===== config.mk =====
export PLATFORM = sky130hd
export DESIGN_NAME = hsv_to_rgb_converter
export DESIGN_NICKNAME = d
export VERILOG_FILES = /design/src/sv/hsv_pkg.sv /design/src/sv/hsv_pipe_ctrl.sv /design/src/sv/hsv_to_rgb_converter.sv
export VERILOG_INCLUDE_DIRS = /design/src /design/src/sv
export SDC_FILE = /design/constraint.sdc
export NUM_CORES = 2
export LEC_CHECK = 0
export ABC_CLOCK_PERIOD_IN_PS = 8900
export BUFFER_PORTS_ARGS = -buffer_cell sky130_fd_sc_hd__buf_2
export CAP_MARGIN = 10
export CORE_MARGIN = 2
export CORE_UTILIZATION = 50
export CTS_BUF_LIST = sky130_fd_sc_hd__clkbuf_8
export CTS_CLUSTER_DIAMETER = 50
export DETAILED_ROUTE_END_ITERATION = 16
export GPL_ROUTABILITY_DRIVEN = 0
export PLACE_DENSITY_LB_ADDON = 0.3
export RECOVER_POWER = 50
export SYNTH_ARGS = -nofsm -noshare
export SYNTH_HDL_FRONTEND = slang
export SYNTH_HIERARCHICAL = 1
export SYNTH_SLANG_ARGS = --single-unit

===== constraint.sdc =====
create_clock -name clk -period 8.9 [get_ports clk]
set_clock_uncertainty 0.2 [all_clocks]
set_input_delay 0.89 -clock clk [delete_from_list [all_inputs] [get_ports clk]]
set_output_delay 0.89 -clock clk [all_outputs]
set_load 0.02 [all_outputs]

===== src/sv/hsv_to_rgb_converter_defines.svh =====
// Assertion macros for the HSV to RGB converter RTL.
`ifndef HSV_TO_RGB_CONVERTER_DEFINES_SVH
`define HSV_TO_RGB_CONVERTER_DEFINES_SVH

`ifndef SYNTHESIS

// Condition implies consequence in the same cycle.
`define HSV_ASSERT_SAME(lbl, clk, rst, ante, cons) \
  lbl: assert property (@(posedge clk) disable iff (rst) (ante) |-> (cons)) \
    else $error("hsv_to_rgb_converter: same-cycle check failed");

// Condition implies consequence in the next cycle.
`define HSV_ASSERT_NEXT(lbl, clk, rst, ante, cons) \
  lbl: assert property (@(posedge clk) disable iff (rst) (ante) |=> (cons)) \
    else $error("hsv_to_rgb_converter: next-cycle check failed");

`else

`define HSV_ASSERT_SAME(lbl, clk, rst, ante, cons)
`define HSV_ASSERT_NEXT(lbl, clk, rst, ante, cons)

`endif

`endif


===== src/sv/hsv_pkg.sv =====
// Types and constants shared by the HSV to RGB converter.
package hsv_pkg;

  // Pipeline depth
  localparam int NUM_STAGES = 7;

  // Fixed-point constants
  localparam int HUE_TURN      = 360;
  localparam int SECTOR_DEG    = 60;
  localparam int UNIT_ONE      = 256;
  localparam int SECTOR_FULL   = SECTOR_DEG * UNIT_ONE;     // 15360
  localparam int HUE_OFFSET    = HUE_TURN * 92;             // makes any 16-bit hue positive
  localparam int HUE_RECIP     = 46604;                     // ceil(2^24 / 360)
  localparam int HUE_RECIP_SH  = 24;
  localparam int DIV15_RECIP   = 4370;                      // ceil(2^16 / 15)
  localparam int DIV15_SH      = 16;

  // Sector codes
  typedef enum logic [2:0] {
    SECT_RED_YELLOW   = 3'd0,
    SECT_YELLOW_GREEN = 3'd1,
    SECT_GREEN_CYAN   = 3'd2,
    SECT_CYAN_BLUE    = 3'd3,
    SECT_BLUE_MAGENTA = 3'd4,
    SECT_MAGENTA_RED  = 3'd5
  } sector_t;

  // Per-stage load enables and valid bits
  typedef struct packed {
    logic [NUM_STAGES-1:0] load;
    logic [NUM_STAGES-1:0] valid;
  } pipe_ctrl_t;

endpackage


===== src/sv/hsv_pipe_ctrl.sv =====
// Valid tracking and per-stage flow control for the converter pipeline.
module hsv_pipe_ctrl (
  input  logic               clk,
  input  logic               rst,
  input  logic               pixel_valid,
  output logic               pixel_ready,
  output logic               color_valid,
  input  logic               color_ready,
  output hsv_pkg::pipe_ctrl_t ctrl
);

  logic [hsv_pkg::NUM_STAGES-1:0] valid;
  logic [hsv_pkg::NUM_STAGES-1:0] valid_next;
  logic [hsv_pkg::NUM_STAGES-1:0] load;

  // A stage loads when it is empty or its contents move on
  always_comb begin
    load[hsv_pkg::NUM_STAGES-1] = !valid[hsv_pkg::NUM_STAGES-1] || color_ready;
    for (int i = hsv_pkg::NUM_STAGES - 2; i >= 0; i--) begin
      load[i] = !valid[i] || load[i+1];
    end
  end

  // Shift valid bits along with the data, hold where stalled
  always_comb begin
    for (int i = 0; i < hsv_pkg::NUM_STAGES; i++) begin
      if (load[i]) begin
        valid_next[i] = (i == 0) ? pixel_valid : valid[(i == 0) ? 0 : i - 1];
      end else begin
        valid_next[i] = valid[i];
      end
    end
  end

  always_ff @(posedge clk) begin
    if (rst) begin
      valid <= '0;
    end else begin
      valid <= valid_next;
    end
  end

  assign pixel_ready = load[0];
  assign color_valid = valid[hsv_pkg::NUM_STAGES-1];
  assign ctrl.load   = load;
  assign ctrl.valid  = valid;

endmodule


===== src/sv/hsv_to_rgb_converter.sv =====
// HSV to RGB pixel converter, seven-stage pipeline.
//
// Input channel pixel_valid/pixel_ready carries one pixel: signed hue in
// degrees (wrapped modulo 360), saturation and brightness in 1/256 units
// (clamped to 0..256). Output channel color_valid/color_ready carries the
// 8-bit red, green and blue of that pixel, one transaction per pixel, in
// order.
// Register stages, in order: hue offset and reciprocal multiply, hue
// remainder, sector split, saturation products, brightness products,
// scaling by 255 with a power-of-two shift, and the divide by 15 with the
// sector permutation.
// Throughput: one pixel per clock unless color_ready is low with all
// stages full; every stage holds one transaction. When color_ready is
// low, full stages with no empty stage ahead hold their data and the
// others advance, so pixel_ready drops only once the whole pipeline is full.
// Synchronous reset clears all valid bits; the pipeline comes up empty.
`include "hsv_to_rgb_converter_defines.svh"

module hsv_to_rgb_converter (
  input  logic               clk,
  input  logic               rst,
  input  logic               pixel_valid,
  output logic               pixel_ready,
  input  logic signed [15:0] hue_degrees,
  input  logic signed [10:0] saturation,
  input  logic signed [10:0] brightness,
  output logic               color_valid,
  input  logic               color_ready,
  output logic        [7:0]  red,
  output logic        [7:0]  green,
  output logic        [7:0]  blue
);

  hsv_pkg::pipe_ctrl_t ctrl;

  hsv_pipe_ctrl u_ctrl (
    .clk         (clk),
    .rst         (rst),
    .pixel_valid (pixel_valid),
    .pixel_ready (pixel_ready),
    .color_valid (color_valid),
    .color_ready (color_ready),
    .ctrl        (ctrl)
  );

  // Stage 1: clamp, offset hue positive, estimate hue / 360
  logic [8:0]  sat_clamp;
  logic [8:0]  val_clamp;
  logic [16:0] hue_ofs;
  logic [32:0] hue_prod;
  logic [7:0]  s1_quo;
  logic [16:0] s1_ofs;
  logic [8:0]  s1_sat;
  logic [8:0]  s1_val;

  always_comb begin
    if (saturation[10]) begin
      sat_clamp = '0;
    end else if (saturation > 11'sd256) begin
      sat_clamp = 9'(hsv_pkg::UNIT_ONE);
    end else begin
      sat_clamp = saturation[8:0];
    end
    if (brightness[10]) begin
      val_clamp = '0;
    end else if (brightness > 11'sd256) begin
      val_clamp = 9'(hsv_pkg::UNIT_ONE);
    end else begin
      val_clamp = brightness[8:0];
    end
    hue_ofs  = {hue_degrees[15], hue_degrees} + 17'(hsv_pkg::HUE_OFFSET);
    hue_prod = 33'(hue_ofs) * 33'(hsv_pkg::HUE_RECIP);
  end

  always_ff @(posedge clk) begin
    if (ctrl.load[0]) begin
      s1_quo <= 8'(hue_prod >> hsv_pkg::HUE_RECIP_SH);
      s1_ofs <= hue_ofs;
      s1_sat <= sat_clamp;
      s1_val <= val_clamp;
    end
  end

  // Stage 2: hue remainder modulo 360
  logic [16:0] hue_rem;
  logic [8:0]  s2_hue;
  logic [8:0]  s2_sat;
  logic [8:0]  s2_val;

  assign hue_rem = s1_ofs - 17'(s1_quo) * 17'(hsv_pkg::HUE_TURN);

  always_ff @(posedge clk) begin
    if (ctrl.load[1]) begin
      s2_hue <= hue_rem[8:0];
      s2_sat <= s1_sat;
      s2_val <= s1_val;
    end
  end

  // Stage 3: split hue into sector and offset within it
  hsv_pkg::sector_t sector_c;
  logic [8:0]       sector_base;
  logic [8:0]       sector_off;
  hsv_pkg::sector_t s3_sector;
  logic [5:0]       s3_rem;
  logic [8:0]       s3_sat;
  logic [8:0]       s3_val;

  always_comb begin
    if (s2_hue >= 9'd300) begin
      sector_c = hsv_pkg::SECT_MAGENTA_RED;
    end else if (s2_hue >= 9'd240) begin
      sector_c = hsv_pkg::SECT_BLUE_MAGENTA;
    end else if (s2_hue >= 9'd180) begin
      sector_c = hsv_pkg::SECT_CYAN_BLUE;
    end else if (s2_hue >= 9'd120) begin
      sector_c = hsv_pkg::SECT_GREEN_CYAN;
    end else if (s2_hue >= 9'd60) begin
      sector_c = hsv_pkg::SECT_YELLOW_GREEN;
    end else begin
      sector_c = hsv_pkg::SECT_RED_YELLOW;
    end
    sector_base = 9'(sector_c) * 9'(hsv_pkg::SECTOR_DEG);
    sector_off  = s2_hue - sector_base;
  end

  always_ff @(posedge clk) begin
    if (ctrl.load[2]) begin
      s3_sector <= sector_c;
      s3_rem    <= sector_off[5:0];
      s3_sat    <= s2_sat;
      s3_val    <= s2_val;
    end
  end

  // Stage 4: saturation products for the falling and rising levels
  logic [5:0]       rem_rise;
  hsv_pkg::sector_t s4_sector;
  logic [13:0]      s4_sq;
  logic [13:0]      s4_st;
  logic [8:0]       s4_np;
  logic [8:0]       s4_val;

  assign rem_rise = 6'(hsv_pkg::SECTOR_DEG) - s3_rem;

  always_ff @(posedge clk) begin
    if (ctrl.load[3]) begin
      s4_sector <= s3_sector;
      s4_sq     <= 14'(15'(s3_sat) * 15'(s3_rem));
      s4_st     <= 14'(15'(s3_sat) * 15'(rem_rise));
      s4_np     <= 9'(hsv_pkg::UNIT_ONE) - s3_sat;
      s4_val    <= s3_val;
    end
  end

  // Stage 5: brightness products
  logic [13:0]      nq;
  logic [13:0]      nt;
  hsv_pkg::sector_t s5_sector;
  logic [16:0]      s5_xp;
  logic [21:0]      s5_xq;
  logic [21:0]      s5_xt;
  logic [8:0]       s5_val;

  assign nq = 14'(hsv_pkg::SECTOR_FULL) - s4_sq;
  assign nt = 14'(hsv_pkg::SECTOR_FULL) - s4_st;

  always_ff @(posedge clk) begin
    if (ctrl.load[4]) begin
      s5_sector <= s4_sector;
      s5_xp     <= 17'(18'(s4_val) * 18'(s4_np));
      s5_xq     <= 22'(23'(s4_val) * 23'(nq));
      s5_xt     <= 22'(23'(s4_val) * 23'(nt));
      s5_val    <= s4_val;
    end
  end

  // Stage 6: scale by 255 and drop the power-of-two part of the divisor
  logic [29:0]      xq255;
  logic [29:0]      xt255;
  logic [24:0]      xp255;
  logic [16:0]      xv255;
  hsv_pkg::sector_t s6_sector;
  logic [11:0]      s6_yq;
  logic [11:0]      s6_yt;
  logic [7:0]       s6_lp;
  logic [7:0]       s6_lv;

  always_comb begin
    xq255 = (30'(s5_xq) << 8) - 30'(s5_xq);
    xt255 = (30'(s5_xt) << 8) - 30'(s5_xt);
    xp255 = (25'(s5_xp) << 8) - 25'(s5_xp);
    xv255 = (17'(s5_val) << 8) - 17'(s5_val);
  end

  always_ff @(posedge clk) begin
    if (ctrl.load[5]) begin
      s6_sector <= s5_sector;
      s6_yq     <= xq255[29:18];
      s6_yt     <= xt255[29:18];
      s6_lp     <= xp255[23:16];
      s6_lv     <= xv255[15:8];
    end
  end

  // Stage 7: divide by 15 and permute levels onto the channels
  logic [24:0] yq_prod;
  logic [24:0] yt_prod;
  logic [7:0]  lq;
  logic [7:0]  lt;
  logic [7:0]  red_c;
  logic [7:0]  green_c;
  logic [7:0]  blue_c;

  always_comb begin
    yq_prod = 25'(s6_yq) * 25'(hsv_pkg::DIV15_RECIP);
    yt_prod = 25'(s6_yt) * 25'(hsv_pkg::DIV15_RECIP);
    lq      = 8'(yq_prod >> hsv_pkg::DIV15_SH);
    lt      = 8'(yt_prod >> hsv_pkg::DIV15_SH);
    case (s6_sector)
      hsv_pkg::SECT_YELLOW_GREEN: begin
        red_c = lq;    green_c = s6_lv; blue_c = s6_lp;
      end
      hsv_pkg::SECT_GREEN_CYAN: begin
        red_c = s6_lp; green_c = s6_lv; blue_c = lt;
      end
      hsv_pkg::SECT_CYAN_BLUE: begin
        red_c = s6_lp; green_c = lq;    blue_c = s6_lv;
      end
      hsv_pkg::SECT_BLUE_MAGENTA: begin
        red_c = lt;    green_c = s6_lp; blue_c = s6_lv;
      end
      hsv_pkg::SECT_MAGENTA_RED: begin
        red_c = s6_lv; green_c = s6_lp; blue_c = lq;
      end
      default: begin
        red_c = s6_lv; green_c = lt;    blue_c = s6_lp;
      end
    endcase
  end

  always_ff @(posedge clk) begin
    if (ctrl.load[6]) begin
      red   <= red_c;
      green <= green_c;
      blue  <= blue_c;
    end
  end

  // Checks on internal ranges and flow control
  `HSV_ASSERT_SAME(a_hue_wrapped, clk, rst, ctrl.valid[1], s2_hue < 9'd360)
  `HSV_ASSERT_SAME(a_sector_range, clk, rst, ctrl.valid[2], s3_rem < 6'd60)
  `HSV_ASSERT_SAME(a_level_range, clk, rst, ctrl.valid[5],
                   (s6_yq < 12'd3826) && (s6_yt < 12'd3826))
  `HSV_ASSERT_SAME(a_full_stall, clk, rst, (&ctrl.valid) && !color_ready, !pixel_ready)

endmodule


==> metrics.cfg <==
[run_status]
outcome = complete, but fails checks
violations = max-capacitance violations, max-slew violations

[sta]
rsz0062_at_grt = no
setup_viol_count_final = 0
finalMaxSlewViolations = 381
timing.final.crit_share_pct = 75.6
tns_ns = 0
tightestPinTransition_ns = 3.72
final_hold_viol_count = 0
period_minus_slack_ns = 6.73
relSlewSlack_pct = -148
fmax_mhz = 149

[clock_network]
cts_resized = 0
post-cts-setup-buffer-count = 0
clkSlewWorstSetupHoldPaths_ns = 0.06
cts_hold_buf = 0
numCtsBuffers = 50
cts_max_level = 2
cts_buffer_depth = 3
cts_tree = yes
cts_sinks = 281
root_buffer = clkbuf_8
clkLatencyLatePin_ns = 0.63

[place]
portBuffers = 67
dpl.hpwl_mm = 49.2
dp.cells = 3892

[power_and_ir_drop]
power_w = 0.0105
combPwrFrac_pct = 66.6
switching_power_w = 0.00492
seq_power_share_pct = 22.6
clock_power_share_pct = 10.8
power_density_nw_per_um2 = 313
switching_share_pct = 47.0
peakVddDrop_v = 0.000342
cell_internal_pwr_w = 0.00554
p_leak_nw = 16.7

[job]
maxCapViolCount = 10

[grt]
antenna_found_initial = 1
grt_pass1_wl_mm = 105
grt_usage_pct = 19.8
grt_pass1_vias = 22495
grt_max_degree = 73
gr-total-overflow = 0

[cells_and_area]
fin_cells = 3981
nets = 3932
areaGrowthSynthToFinish_pct = 6.71
drive_above_1_share_pct = 5.00

[setup_path]
crit_fanout = 7
critical_path.top_delay_family = adder cells
cpPeakStageDelay_ns = 0.56
crit_chain = clkbuf_1 > inv_1 > ha_1 > xnor2_1 > ha_1 > fa_1 > fa_1 > fa_1 > fa_1 > inv_1 > fa_1 > inv_1 > ha_1 > a2111oi_0 > nor2_1 > a21oi_1 > o211ai_1 > a31oi_1 > mux2i_1 > nand4_1
startpoint_type = input port
slowest_stage = fa_1
end_kind = flop
path_class = in2reg
path_buf_inv = 4
arrival_ns = 6.89
path_common_cell = fa_1
worst_ep_required_time_ns = 9.06

[routing]
drc = 0
drt-pass1-iter-count = 6
finalWirelength_mm = 60.6
wl_per_cell_um = 15.2
viasPerCell = 5.23
antenna_left = 0
drt_iter0_drc = 971
num_vias = 20811

[floorplanning]
fp.dieH_um = 254
rows = 91
initial_utilization_pct = 50.6
num_io_pins = 68
die-area_um2 = 64600
die_x_um = 254
core_um2 = 61800

[synthesis]
synth_fp_nets = 3866
yosysWarnings = 6
syn-instance-count = 3041
syn_area_um2 = 31300
syn_area_per_cell_um2 = 10.3

[worst_hold_path]
hp-class = reg2reg

[registers in the layout, summed over array words and instances (netlist names), 12 cells and up]
register	count
s5_xt	21
s6_yt	12
s5_xq	22
s4_st	13
s6_yq	12
s5_xp	17
s4_sq	14
[through the flow]
stage               hold slack, ns  area (um^2)  worst slack (ns)  util [%]
detailed placement           0.205        32500              1.60      52.6
finish                       0.206        33400              2.17      54.0
floorplan                    0.200        31300              2.32         -
global route                 0.203        33400              1.75      54.0
CTS                          0.201        33400              2.30      54.1
global placement             0.204        32500              1.63      52.6
[final cells by class]
class,instances,area (um^2)
clock buffers,51,702
fillers,5428,28400
well taps,837,1050
multi-input cells,2095,20400
clock inverters,36,239
diodes,2,5.00
repair buffers,78,372
inverters,601,2260
flip-flops and latches,281,8370
[worst paths after layout]
check / startpoint / slack [ns] / endpoint / cells after the start
worst max-delay path: hue_degrees[5] / 2.17 / s1_quo[5] / 20
worst min register to register: s2_sat[3] / 0.21 / s3_sat[3] / 0
worst max register to register: s4_val[8] / 2.33 / s5_xt[18] / 17
worst min-delay path: s2_sat[3] / 0.21 / s3_sat[3] / 0
[cells in the final DEF (no fill, tap or decap), drive strengths merged, types with 17 or more instances in the layout]
master  count
nor3       38
edfxtp    274
nor4       18
ha        440
and2      238
nor2      104
nand3      24
a21o       30
o21ai      49
o21bai     21
clkbuf     68
inv       614
xor2       51
xnor2     153
nor2b      17
nand2     295
buf        61
clkinv     19
a21oi      79
fa        343
[power groups by stage]
stage	clock [W]	combinational [W]	sequential (W)
detailed placement	0	0.00692	0.00239
finish	0.00113	0.00697	0.00236
global route	0.00122	0.00798	0.00240
floorplan	0	0.00526	0.00229
global placement	0	0.00661	0.00237
CTS	0.00117	0.00701	0.00236
[routing by layer]
layer | share of wire [%] | up-vias | GRT usage, %
li1 | - | 10011 | -
met1 | 43 | 10195 | 24.5
met2 | 50 | 468 | 35.5
met3 | 4.4 | 137 | 2.67
met4 | 2.7 | 0 | 6.49
met5 | 0 | - | 0
(Power assumes the default switching activity.)
